## src/design/assert_macros.svh

```systemverilog
// Assertion macros used by the resampler datapath.
`ifndef ASSERT_MACROS_SVH
`define ASSERT_MACROS_SVH

// Property must hold at every rising edge outside reset.
`define SRS_ASSERT(label, clk, rst, prop, msg) \
   label: assert property (@(posedge clk) disable iff (rst) (prop)) else $error(msg);

// Trigger implies the consequent in the next cycle.
`define SRS_ASSERT_NEXT(label, clk, rst, trig, cons, msg) \
   label: assert property (@(posedge clk) disable iff (rst) (trig) |=> (cons)) \
      else $error(msg);

`endif

```

## src/design/srs_pkg.sv

```systemverilog
// Shared widths and controller/datapath interface types for the resampler.
package srs_pkg;

   localparam int MAX_PARTICLES = 64;
   localparam int IDX_W         = 6;   // particle index
   localparam int CNT_W         = 7;   // count up to MAX_PARTICLES
   localparam int W_W           = 16;  // weight and start fraction
   localparam int TOT_W         = 22;  // sum of up to 64 weights
   localparam int FT_W          = W_W + TOT_W;   // start fraction times total
   localparam int NW_W          = CNT_W + W_W;   // count times weight
   localparam int ACC_W         = 46;  // scaled threshold and cumulative weight

   typedef struct packed {
      logic store;      // weight transfer accepted
      logic start;      // capture set size and total, clear the load counters
      logic rd_first;   // read the first store entry
      logic init;       // load cumulative weight with the first entry
      logic advance;    // step the pointer and add the next weight
      logic emit;       // load one result into the output register
      logic zero_mode;  // identity mapping for zero total
   } cmd_type;

   typedef struct packed {
      logic n_zero;     // no weights held
      logic tot_zero;   // held weights sum to zero
      logic cond;       // pointer must advance before the current slot
      logic last_slot;  // current slot is the final one
      logic out_free;   // output register can take a result this cycle
   } status_type;

endpackage

```

## src/design/srs_ctrl.sv

```systemverilog
// Sequencer for loading weights and running the resampling sweep.
module srs_ctrl (
   input  logic                 clock,
   input  logic                 reset,
   input  logic                 req_tvalid,
   input  logic                 req_tlast,
   output logic                 req_tready,
   input  srs_pkg::status_type  st,
   output srs_pkg::cmd_type     cmd
);
   import srs_pkg::*;

   localparam logic [2:0] S_LOAD  = 3'd0;
   localparam logic [2:0] S_START = 3'd1;
   localparam logic [2:0] S_INIT  = 3'd2;
   localparam logic [2:0] S_WAIT  = 3'd3;
   localparam logic [2:0] S_CMP   = 3'd4;
   localparam logic [2:0] S_ZERO  = 3'd5;

   logic [2:0] state_ff;
   logic [2:0] state_in;

   always_comb begin
      cmd      = '0;
      state_in = state_ff;
      unique case (state_ff)
         S_LOAD: begin
            cmd.store = req_tvalid;
            if (req_tvalid && req_tlast) begin
               state_in = S_START;
            end
         end
         S_START: begin
            cmd.start    = 1'b1;
            cmd.rd_first = 1'b1;
            priority if (st.n_zero) begin
               state_in = S_LOAD;
            end else if (st.tot_zero) begin
               state_in = S_ZERO;
            end else begin
               state_in = S_INIT;
            end
         end
         S_INIT: begin
            cmd.init = 1'b1;
            state_in = S_CMP;
         end
         S_WAIT: begin
            // next weight read is in flight
            state_in = S_CMP;
         end
         S_CMP: begin
            priority if (st.cond) begin
               cmd.advance = 1'b1;
               state_in    = S_WAIT;
            end else if (st.out_free) begin
               cmd.emit = 1'b1;
               if (st.last_slot) begin
                  state_in = S_LOAD;
               end
            end else begin
               // hold until the output register frees
               state_in = S_CMP;
            end
         end
         S_ZERO: begin
            cmd.zero_mode = 1'b1;
            if (st.out_free) begin
               cmd.emit = 1'b1;
               if (st.last_slot) begin
                  state_in = S_LOAD;
               end
            end
         end
         default: begin
            state_in = S_LOAD;
         end
      endcase
   end

   always_ff @(posedge clock) begin
      if (reset) begin
         state_ff <= S_LOAD;
      end else begin
         state_ff <= state_in;
      end
   end

   assign req_tready = (state_ff == S_LOAD);

endmodule

```

## src/design/srs_dpath.sv

```systemverilog
// Weight store, accumulators, pointer and output register of the resampler.
module srs_dpath (
   input  logic                         clock,
   input  logic                         reset,
   input  srs_pkg::cmd_type             cmd,
   input  logic [srs_pkg::W_W-1:0]      weight_in,
   input  logic [srs_pkg::W_W-1:0]      frac_in,
   output srs_pkg::status_type          st,
   input  logic                         rsp_ready,
   output logic                         rsp_valid,
   output logic [srs_pkg::IDX_W-1:0]    rsp_index,
   output logic                         rsp_zero,
   output logic                         rsp_last
);
   import srs_pkg::*;
`include "assert_macros.svh"

   logic [W_W-1:0]   mem [MAX_PARTICLES];
   logic [W_W-1:0]   rd_ff;
   logic [IDX_W-1:0] rd_addr;

   logic [CNT_W-1:0] cnt_ff;
   logic [TOT_W-1:0] tot_ff;
   logic [W_W-1:0]   frac_ff;
   logic [CNT_W-1:0] n_ff;
   logic [TOT_W-1:0] stot_ff;
   logic [ACC_W-1:0] thr_ff;
   logic [ACC_W-1:0] nc_ff;
   logic [IDX_W-1:0] idx_ff;
   logic [IDX_W-1:0] m_ff;

   logic             rsp_valid_ff;
   logic [IDX_W-1:0] rsp_index_ff;
   logic             rsp_zero_ff;
   logic             rsp_last_ff;

   logic             full;
   logic [FT_W-1:0]  ft;
   logic [NW_W-1:0]  nw;
   logic [ACC_W-1:0] nw_scaled;
   logic [ACC_W-1:0] step_scaled;
   logic [CNT_W-1:0] n_less;

   assign full        = (cnt_ff == CNT_W'(MAX_PARTICLES));
   assign ft          = frac_ff * tot_ff;
   assign nw          = n_ff * rd_ff;
   assign nw_scaled   = {{(ACC_W - NW_W - W_W){1'b0}}, nw, {W_W{1'b0}}};
   assign step_scaled = {{(ACC_W - TOT_W - W_W){1'b0}}, stot_ff, {W_W{1'b0}}};
   assign n_less      = n_ff - CNT_W'(1);
   assign rd_addr     = cmd.rd_first ? '0 : idx_ff + IDX_W'(1);

   assign st.n_zero    = (cnt_ff == '0);
   assign st.tot_zero  = (tot_ff == '0);
   assign st.cond      = (thr_ff > nc_ff) && ({1'b0, idx_ff} < n_less);
   assign st.last_slot = ({1'b0, m_ff} == n_less);
   assign st.out_free  = !rsp_valid_ff || rsp_ready;

   // weight store: one write port, one registered read port
   always_ff @(posedge clock) begin
      if (cmd.store && !full) begin
         mem[cnt_ff[IDX_W-1:0]] <= weight_in;
      end
      rd_ff <= mem[rd_addr];
   end

   // load counters
   always_ff @(posedge clock) begin
      if (reset) begin
         cnt_ff <= '0;
         tot_ff <= '0;
      end else if (cmd.start) begin
         cnt_ff <= '0;
         tot_ff <= '0;
      end else if (cmd.store && !full) begin
         cnt_ff <= cnt_ff + CNT_W'(1);
         tot_ff <= tot_ff + {{(TOT_W - W_W){1'b0}}, weight_in};
      end
   end

   // sweep registers
   always_ff @(posedge clock) begin
      if (cmd.store) begin
         frac_ff <= frac_in;
      end
      if (cmd.start) begin
         n_ff    <= cnt_ff;
         stot_ff <= tot_ff;
         thr_ff  <= {{(ACC_W - FT_W){1'b0}}, ft};
         idx_ff  <= '0;
         m_ff    <= '0;
      end else begin
         if (cmd.init) begin
            nc_ff <= nw_scaled;
         end else if (cmd.advance) begin
            nc_ff  <= nc_ff + nw_scaled;
            idx_ff <= idx_ff + IDX_W'(1);
         end
         if (cmd.emit) begin
            thr_ff <= thr_ff + step_scaled;
            m_ff   <= m_ff + IDX_W'(1);
         end
      end
   end

   // output register
   always_ff @(posedge clock) begin
      if (reset) begin
         rsp_valid_ff <= 1'b0;
      end else if (cmd.emit) begin
         rsp_valid_ff <= 1'b1;
      end else if (rsp_ready) begin
         rsp_valid_ff <= 1'b0;
      end
   end

   always_ff @(posedge clock) begin
      if (cmd.emit) begin
         rsp_index_ff <= cmd.zero_mode ? m_ff : idx_ff;
         rsp_zero_ff  <= cmd.zero_mode;
         rsp_last_ff  <= st.last_slot;
      end
   end

   assign rsp_valid = rsp_valid_ff;
   assign rsp_index = rsp_index_ff;
   assign rsp_zero  = rsp_zero_ff;
   assign rsp_last  = rsp_last_ff;

   `SRS_ASSERT(emit_needs_room, clock, reset, !cmd.emit || st.out_free, "result overwrote a pending transfer")
   `SRS_ASSERT(emit_in_range, clock, reset, !cmd.emit || ({1'b0, m_ff} < n_ff), "slot counter ran past set size")
   `SRS_ASSERT_NEXT(advance_in_range, clock, reset, cmd.advance, {1'b0, idx_ff} < n_ff, "pointer ran past set size")

endmodule

```

## src/design/systematic_resampler_core.sv

```systemverilog
// Top level of the systematic resampler: weight loading and resampling sweep.
//
// Weights stream in on the req_ channel, one transfer per cycle while loading,
// and are held in a 64-entry store with a running total; transfers beyond 64
// are dropped but a transfer marked tlast still closes the set. The last
// transfer also carries the start fraction. The block then stops taking input
// and sweeps the set, sending one source index per held particle on the rsp_
// channel with tlast on the final slot. The sweep first captures the set, then
// loads the first cumulative weight; each pointer step is a registered store
// read followed by the cumulative-weight update, and each output slot waits
// while the output register is held by a low rsp_tready. A set with zero total
// goes from the setup step straight to emitting indices 0..n-1 with tuser set,
// one per cycle unless the output register is held. Input is taken again once
// the final slot is loaded into the output register.
module systematic_resampler_core (
   input  logic        clock,
   input  logic        reset,
   input  logic        req_tvalid,
   output logic        req_tready,
   input  logic [31:0] req_tdata,    // [15:0] weight, [31:16] start_fraction
   input  logic        req_tlast,    // last
   output logic        rsp_tvalid,
   input  logic        rsp_tready,
   output logic [7:0]  rsp_tdata,    // [5:0] source_index, [7:6] zero
   output logic        rsp_tuser,    // all_zero
   output logic        rsp_tlast     // last_res
);
   import srs_pkg::*;

   cmd_type          cmd;
   status_type       st;
   logic [IDX_W-1:0] rsp_index;

   srs_ctrl u_ctrl (
      .clock      (clock),
      .reset      (reset),
      .req_tvalid (req_tvalid),
      .req_tlast  (req_tlast),
      .req_tready (req_tready),
      .st         (st),
      .cmd        (cmd)
   );

   srs_dpath u_dpath (
      .clock     (clock),
      .reset     (reset),
      .cmd       (cmd),
      .weight_in (req_tdata[W_W-1:0]),
      .frac_in   (req_tdata[2*W_W-1:W_W]),
      .st        (st),
      .rsp_ready (rsp_tready),
      .rsp_valid (rsp_tvalid),
      .rsp_index (rsp_index),
      .rsp_zero  (rsp_tuser),
      .rsp_last  (rsp_tlast)
   );

   // pad the index up to a whole byte
   assign rsp_tdata = {{(8 - IDX_W){1'b0}}, rsp_index};

endmodule

```

## config.mk

```make
export PLATFORM = sky130hd
export DESIGN_NAME = systematic_resampler_core
export DESIGN_NICKNAME = d
export VERILOG_FILES = /design/src/design/srs_pkg.sv /design/src/design/srs_ctrl.sv /design/src/design/srs_dpath.sv /design/src/design/systematic_resampler_core.sv
export VERILOG_INCLUDE_DIRS = /design/src /design/src/design
export SDC_FILE = /design/constraint.sdc
export NUM_CORES = 2
export LEC_CHECK = 0
export ABC_AREA = 1
export BUFFER_PORTS_ARGS = -buffer_cell sky130_fd_sc_hd__buf_2
export CORE_MARGIN = 2
export CORE_UTILIZATION = 56
export CTS_CLUSTER_DIAMETER = 30
export DETAILED_ROUTE_END_ITERATION = 7
export PLACE_DENSITY = 0.72
export SYNTH_ARGS = -nofsm -noshare
export SYNTH_HDL_FRONTEND = slang
export SYNTH_HIERARCHICAL = 1
export SYNTH_SLANG_ARGS = --single-unit
```

## constraint.sdc

```tcl
create_clock -name clock -period 7.8 [get_ports clock]
set_input_delay 0 -clock clock [delete_from_list [all_inputs] [get_ports clock]]
set_output_delay 0 -clock clock [all_outputs]
set_load 0.02 [all_outputs]
```

==> results.rst <==
.. list-table::
   :header-rows: 1

   * - Metric
     - Value
   * - Final net count
     - 7950
   * - Core Footprint
     - 123000 um2
   * - Later-pin clock latency in the skew report
     - 870 ps
   * - Required time reported for the critical path endpoint
     - 8330 ps
   * - Critical path origin
     - u_dpath/tot_ff[9]
   * - Initial drt markers
     - 6001
   * - Dpl cell area
     - 71300 um2
   * - Number of sinks on the clock net
     - 1214
   * - Kind of critical path
     - reg -> reg
   * - Number of flops mapped to enable cells by yosys
     - 1145
   * - Clock network fraction of design power
     - 0.285
   * - CTS H-Tree Depth
     - 4
   * - Slowest stage cell on the critical path
     - sky130_fd_sc_hd__dfxtp_1
   * - Die Y
     - 356 um
   * - Detailed Routing Iterations Pass 1
     - 8
   * - Site row count
     - 129
   * - Switching part of the total power
     - 0.437
   * - Proportion of synthesized area in mux cells
     - 0.000324
   * - Power per unit of standard cell area
     - 454 nW/um2
   * - Failing checks
     - design-rule violations
   * - Wire length of the first global-routing pass
     - 304 mm
   * - Predominant post-synthesis flop cell
     - sky130_fd_sc_hd__edfxtp_1
   * - Filler cell count
     - 9404
   * - Instance count of the mapped netlist
     - 7179
   * - Max Fanout on Critical Path
     - 19
   * - Status
     - finished with violations
   * - Xor and xnor fraction of the mapped netlist area
     - 0.00554
   * - Detailed-route wire length
     - 197 mm
   * - Startpoint type of the worst setup path
     - register
   * - NetSw
     - 15.9 mW
   * - Buffers from clock root to sink, at most
     - 3
   * - Endpoint of the lowest-slack register-to-register path
     - u_dpath/thr_ff[32]
   * - Via count of the first global-routing pass
     - 53002
   * - Number of library cell types mapped by synthesis
     - 47
   * - Commonest non-fill, non-tap cells in the layout
     - 1367 x sky130_fd_sc_hd__nand2_1, 1145 x sky130_fd_sc_hd__edfxtp_1, 1016 x sky130_fd_sc_hd__inv_1
   * - IR Drop Worst-Case VDD
     - 0.689 mV
   * - Share of power burned in registers
     - 0.224
   * - Setup Total Neg Slack
     - 0 ps
   * - Overall power of the completed layout
     - 36.4 mW
   * - Top-level port count
     - 49
   * - Fin crit share
     - 0.821
   * - Average cell area after synthesis
     - 9.69 um2
   * - Synth Warn #
     - 6
   * - CP Data Arrival Time
     - 6930 ps
   * - Kind of capture point of the worst setup path
     - register
   * - Total Routing Usage GR
     - 0.312
   * - Period minus WS final
     - 6400 ps
   * - Area share of fa/ha/maj cells after synthesis
     - 0.146
   * - Post-layout util
     - 0.650
   * - TritonCTS clock tree
     - done
   * - Count of cells along the worst register-to-register path
     - 22
   * - Wire per inst
     - 21.5 um
   * - Static leakage
     - 34.0 nW
   * - Pin slew with the least headroom to its limit
     - 1140 ps
   * - Area grow syn2layout
     - 15.4%
   * - #FFs+latches synth
     - 1214
   * - Width of the die
     - 356 um
   * - Asr flop ratio synth
     - 0
   * - DR vias
     - 52767
   * - Final routed DRC violation total
     - 2
   * - Number of clock buffers inserted by TritonCTS
     - 234
   * - Chain of cells forming the critical path
     - nand2_1 -> fa_1 -> inv_1 -> fa_1 -> inv_1 -> fa_1 -> inv_1 -> fa_1 -> inv_1 -> fa_1 -> inv_1 -> fa_1 -> ha_1 -> a21oi_1 -> o21ai_0 -> nor2_1 -> nand2_1 -> nand2_1 -> nand2_1 -> nand2_1 -> nand3_1 -> nand2_1
   * - Share of the synthesized area in compound gates (AO/OA/AOI/OAI)
     - 0.0867
   * - Number of pins exceeding their max-slew limit in the final report
     - 0
   * - Number of antenna violations at the first check in global routing
     - 16
   * - Leading cell type in the layout, fill and taps excluded
     - sky130_fd_sc_hd__nand2_1
   * - HPWL reported at the end of detailed placement
     - 125 mm
   * - Layout Skew
     - 76.8 ps
   * - Number of gates resized after cts
     - 0
   * - Number of max-cap violations
     - 0
   * - Clock slew at the register clock pins of the worst setup and hold paths
     - 50 ps
   * - Overflow left after global routing
     - 0
   * - Final weighted congestion in routability-driven placement
     - 0.946
   * - Cell area after technology mapping
     - 69600 um2
   * - DR vias/cell
     - 5.76
   * - Dominant combinational cell family by area after synthesis
     - simple AND/OR/NAND/NOR gates
   * - Internal power
     - 20.5 mW
   * - CP max stage delay
     - 1050 ps
   * - Buffer cell driving the clock tree root
     - sky130_fd_sc_hd__clkbuf_16
   * - Initial core utilization
     - 0.563
   * - Count of input and output buffers
     - 46
   * - Number of hold violations in the final report
     - 0
   * - Layout cell share with drive strength beyond 1
     - 0.0813
   * - Largest net degree at the start of global routing
     - 214
   * - Achievable frequency
     - 156 MHz
   * - Setup violation total in the final timing report
     - 0
   * - Critical register-to-register path startpoint
     - u_dpath/tot_ff[9]
   * - Synthesized-area fraction occupied by and/or/nand/nor cells
     - 0.168
   * - Path class of the lowest-slack min-delay path
     - in -> reg
   * - Unrepaired setup endpoints after global routing
     - no
   * - Crit path to
     - u_dpath/thr_ff[32]
   * - Sequential-to-total area share from yosys stat
     - 0.514
   * - R2R setup slack
     - 1400 ps
   * - Number of buffers inserted to repair setup after CTS
     - 0
   * - Die Footprint
     - 127000 um2
   * - Relative contribution of combinational cells to total power
     - 0.491
   * - Worst-case headroom to the max-slew limit
     - 0.240
   * - Final non-filler cell area
     - 80300 um2
   * - Post-detailed-route count of antenna-violating nets
     - 0
[power by group through the flow]
stage               clock network (mW)  logic (mW)  registers [mW]
floorplan                            0        13.0            7.98
global placement                     0        17.3            8.27
detailed placement                   0        17.5            8.28
CTS                               10.4        17.7            8.16
global route                      10.8        20.1            8.18
finish                            10.4        17.9            8.17
[routing by layer]
layer,track usage,vias to the layer above,routed length [um]
met1,0.403,25481,75300
met5,0,-,151
met4,0.144,14,9200
li1,-,24131,-
met3,0.0591,497,18300
met2,0.513,2644,93700
[worst max-delay path: cells and delay by family, from the launching register on]
kind            cells  cell delay (ps)
fa+ha+maj           7             3400
compound gates      2              450
buf+inv             5              270
flops               1             1050
simple gates        8              960
[sequential cells by signal, indices dropped and copies added (netlist names), 7 cells and up]
signal           cells
u_dpath/stot_ff     22
u_dpath/frac_ff     16
u_dpath/n_ff         7
u_dpath/rd_ff       16
u_dpath/tot_ff      22
u_dpath/cnt_ff       7
u_dpath/nc_ff       30
u_dpath/thr_ff      46
u_dpath/mem       1024
[cells in the mapped netlist (7+ instances only)]
cell,count,area share
sky130_fd_sc_hd__buf_2,123,0.0088
sky130_fd_sc_hd__xor2_1,26,0.0033
sky130_fd_sc_hd__nand3_1,490,0.035
sky130_fd_sc_hd__nand2_1,1367,0.074
sky130_fd_sc_hd__o21bai_1,15,0.0016
sky130_fd_sc_hd__xnor2_1,18,0.0023
sky130_fd_sc_hd__edfxtp_1,1145,0.49
sky130_fd_sc_hd__buf_4,31,0.0033
sky130_fd_sc_hd__buf_6,8,0.0013
sky130_fd_sc_hd__nor4_1,13,0.0012
sky130_fd_sc_hd__fa_1,350,0.10
sky130_fd_sc_hd__a21boi_0,7,0.00076
sky130_fd_sc_hd__nor2_1,864,0.047
sky130_fd_sc_hd__dfxtp_1,69,0.020
sky130_fd_sc_hd__buf_1,26,0.0014
sky130_fd_sc_hd__inv_1,1017,0.055
sky130_fd_sc_hd__a21o_1,12,0.0013
sky130_fd_sc_hd__ha_1,254,0.046
sky130_fd_sc_hd__nor3_1,38,0.0027
sky130_fd_sc_hd__clkbuf_1,149,0.0080
sky130_fd_sc_hd__a21oi_1,269,0.019
sky130_fd_sc_hd__o21ai_1,29,0.0021
sky130_fd_sc_hd__o211ai_1,187,0.020
sky130_fd_sc_hd__o21ai_0,552,0.040
sky130_fd_sc_hd__or2_2,12,0.0011
sky130_fd_sc_hd__nand3b_1,13,0.0014
sky130_fd_sc_hd__nand4_1,42,0.0038
sky130_fd_sc_hd__and2_1,11,0.00099
[through the flow]
step	hold slack [ps]	setup slack, ps	std cells
floorplan	62.4	2230	7180
global placement	176	1470	8649
detailed placement	178	1460	8649
CTS	116	1410	9154
global route	138	1060	9155
finish	168	1400	9157
[kinds of logic after synthesis]
family	Yosys count
AO/OA/AOI/OAI	1086
XOR/XNOR	44
adder cells (fa/ha/maj)	604
buffers and inverters	1363
flip-flops	1214
multiplexers	2
other	1
AND/OR/NAND/NOR	2865
[layout make-up]
| class | count | area (um2) | area share |
|---|---|---|---|
| flip-flops and latches | 1214 | 35800 | 0.445 |
| multi-input cells | 4603 | 28400 | 0.354 |
| clock buffers | 262 | 6070 | 0.0757 |
| inverters | 1026 | 3870 | 0.0481 |
| clock inverters | 182 | 2290 | 0.0285 |
| well taps | 1637 | 2050 | 0.0255 |
| repair buffers | 230 | 1830 | 0.0228 |
| diodes | 3 | 7.51 | 0.0000935 |
[timing repair]
| item | 4_1_cts | 5_1_grt |
|---|---|---|
| endpoints found under the hold margin | 745 | 0 |
| hold buffers | 61 | 0 |
| setup endpoints to repair | 0 | 0 |
[worst min path at each step]
stage | startpoint | endpoint | slack [ps] | cells past startpoint
final | req_tdata[7] | u_dpath/mem[57][7] | 170 | 2
after global routing | req_tdata[7] | u_dpath/mem[57][7] | 140 | 2
after CTS | req_tdata[7] | u_dpath/mem[57][7] | 120 | 2
after detailed placement | req_tdata[26] | u_dpath/frac_ff[10] | 180 | 1
after global placement | req_tdata[20] | u_dpath/frac_ff[4] | 180 | 1
after floorplan | reset | u_ctrl/state_ff[0] | 60 | 1
No activity file was read; power rests on OpenSTA's default activity.
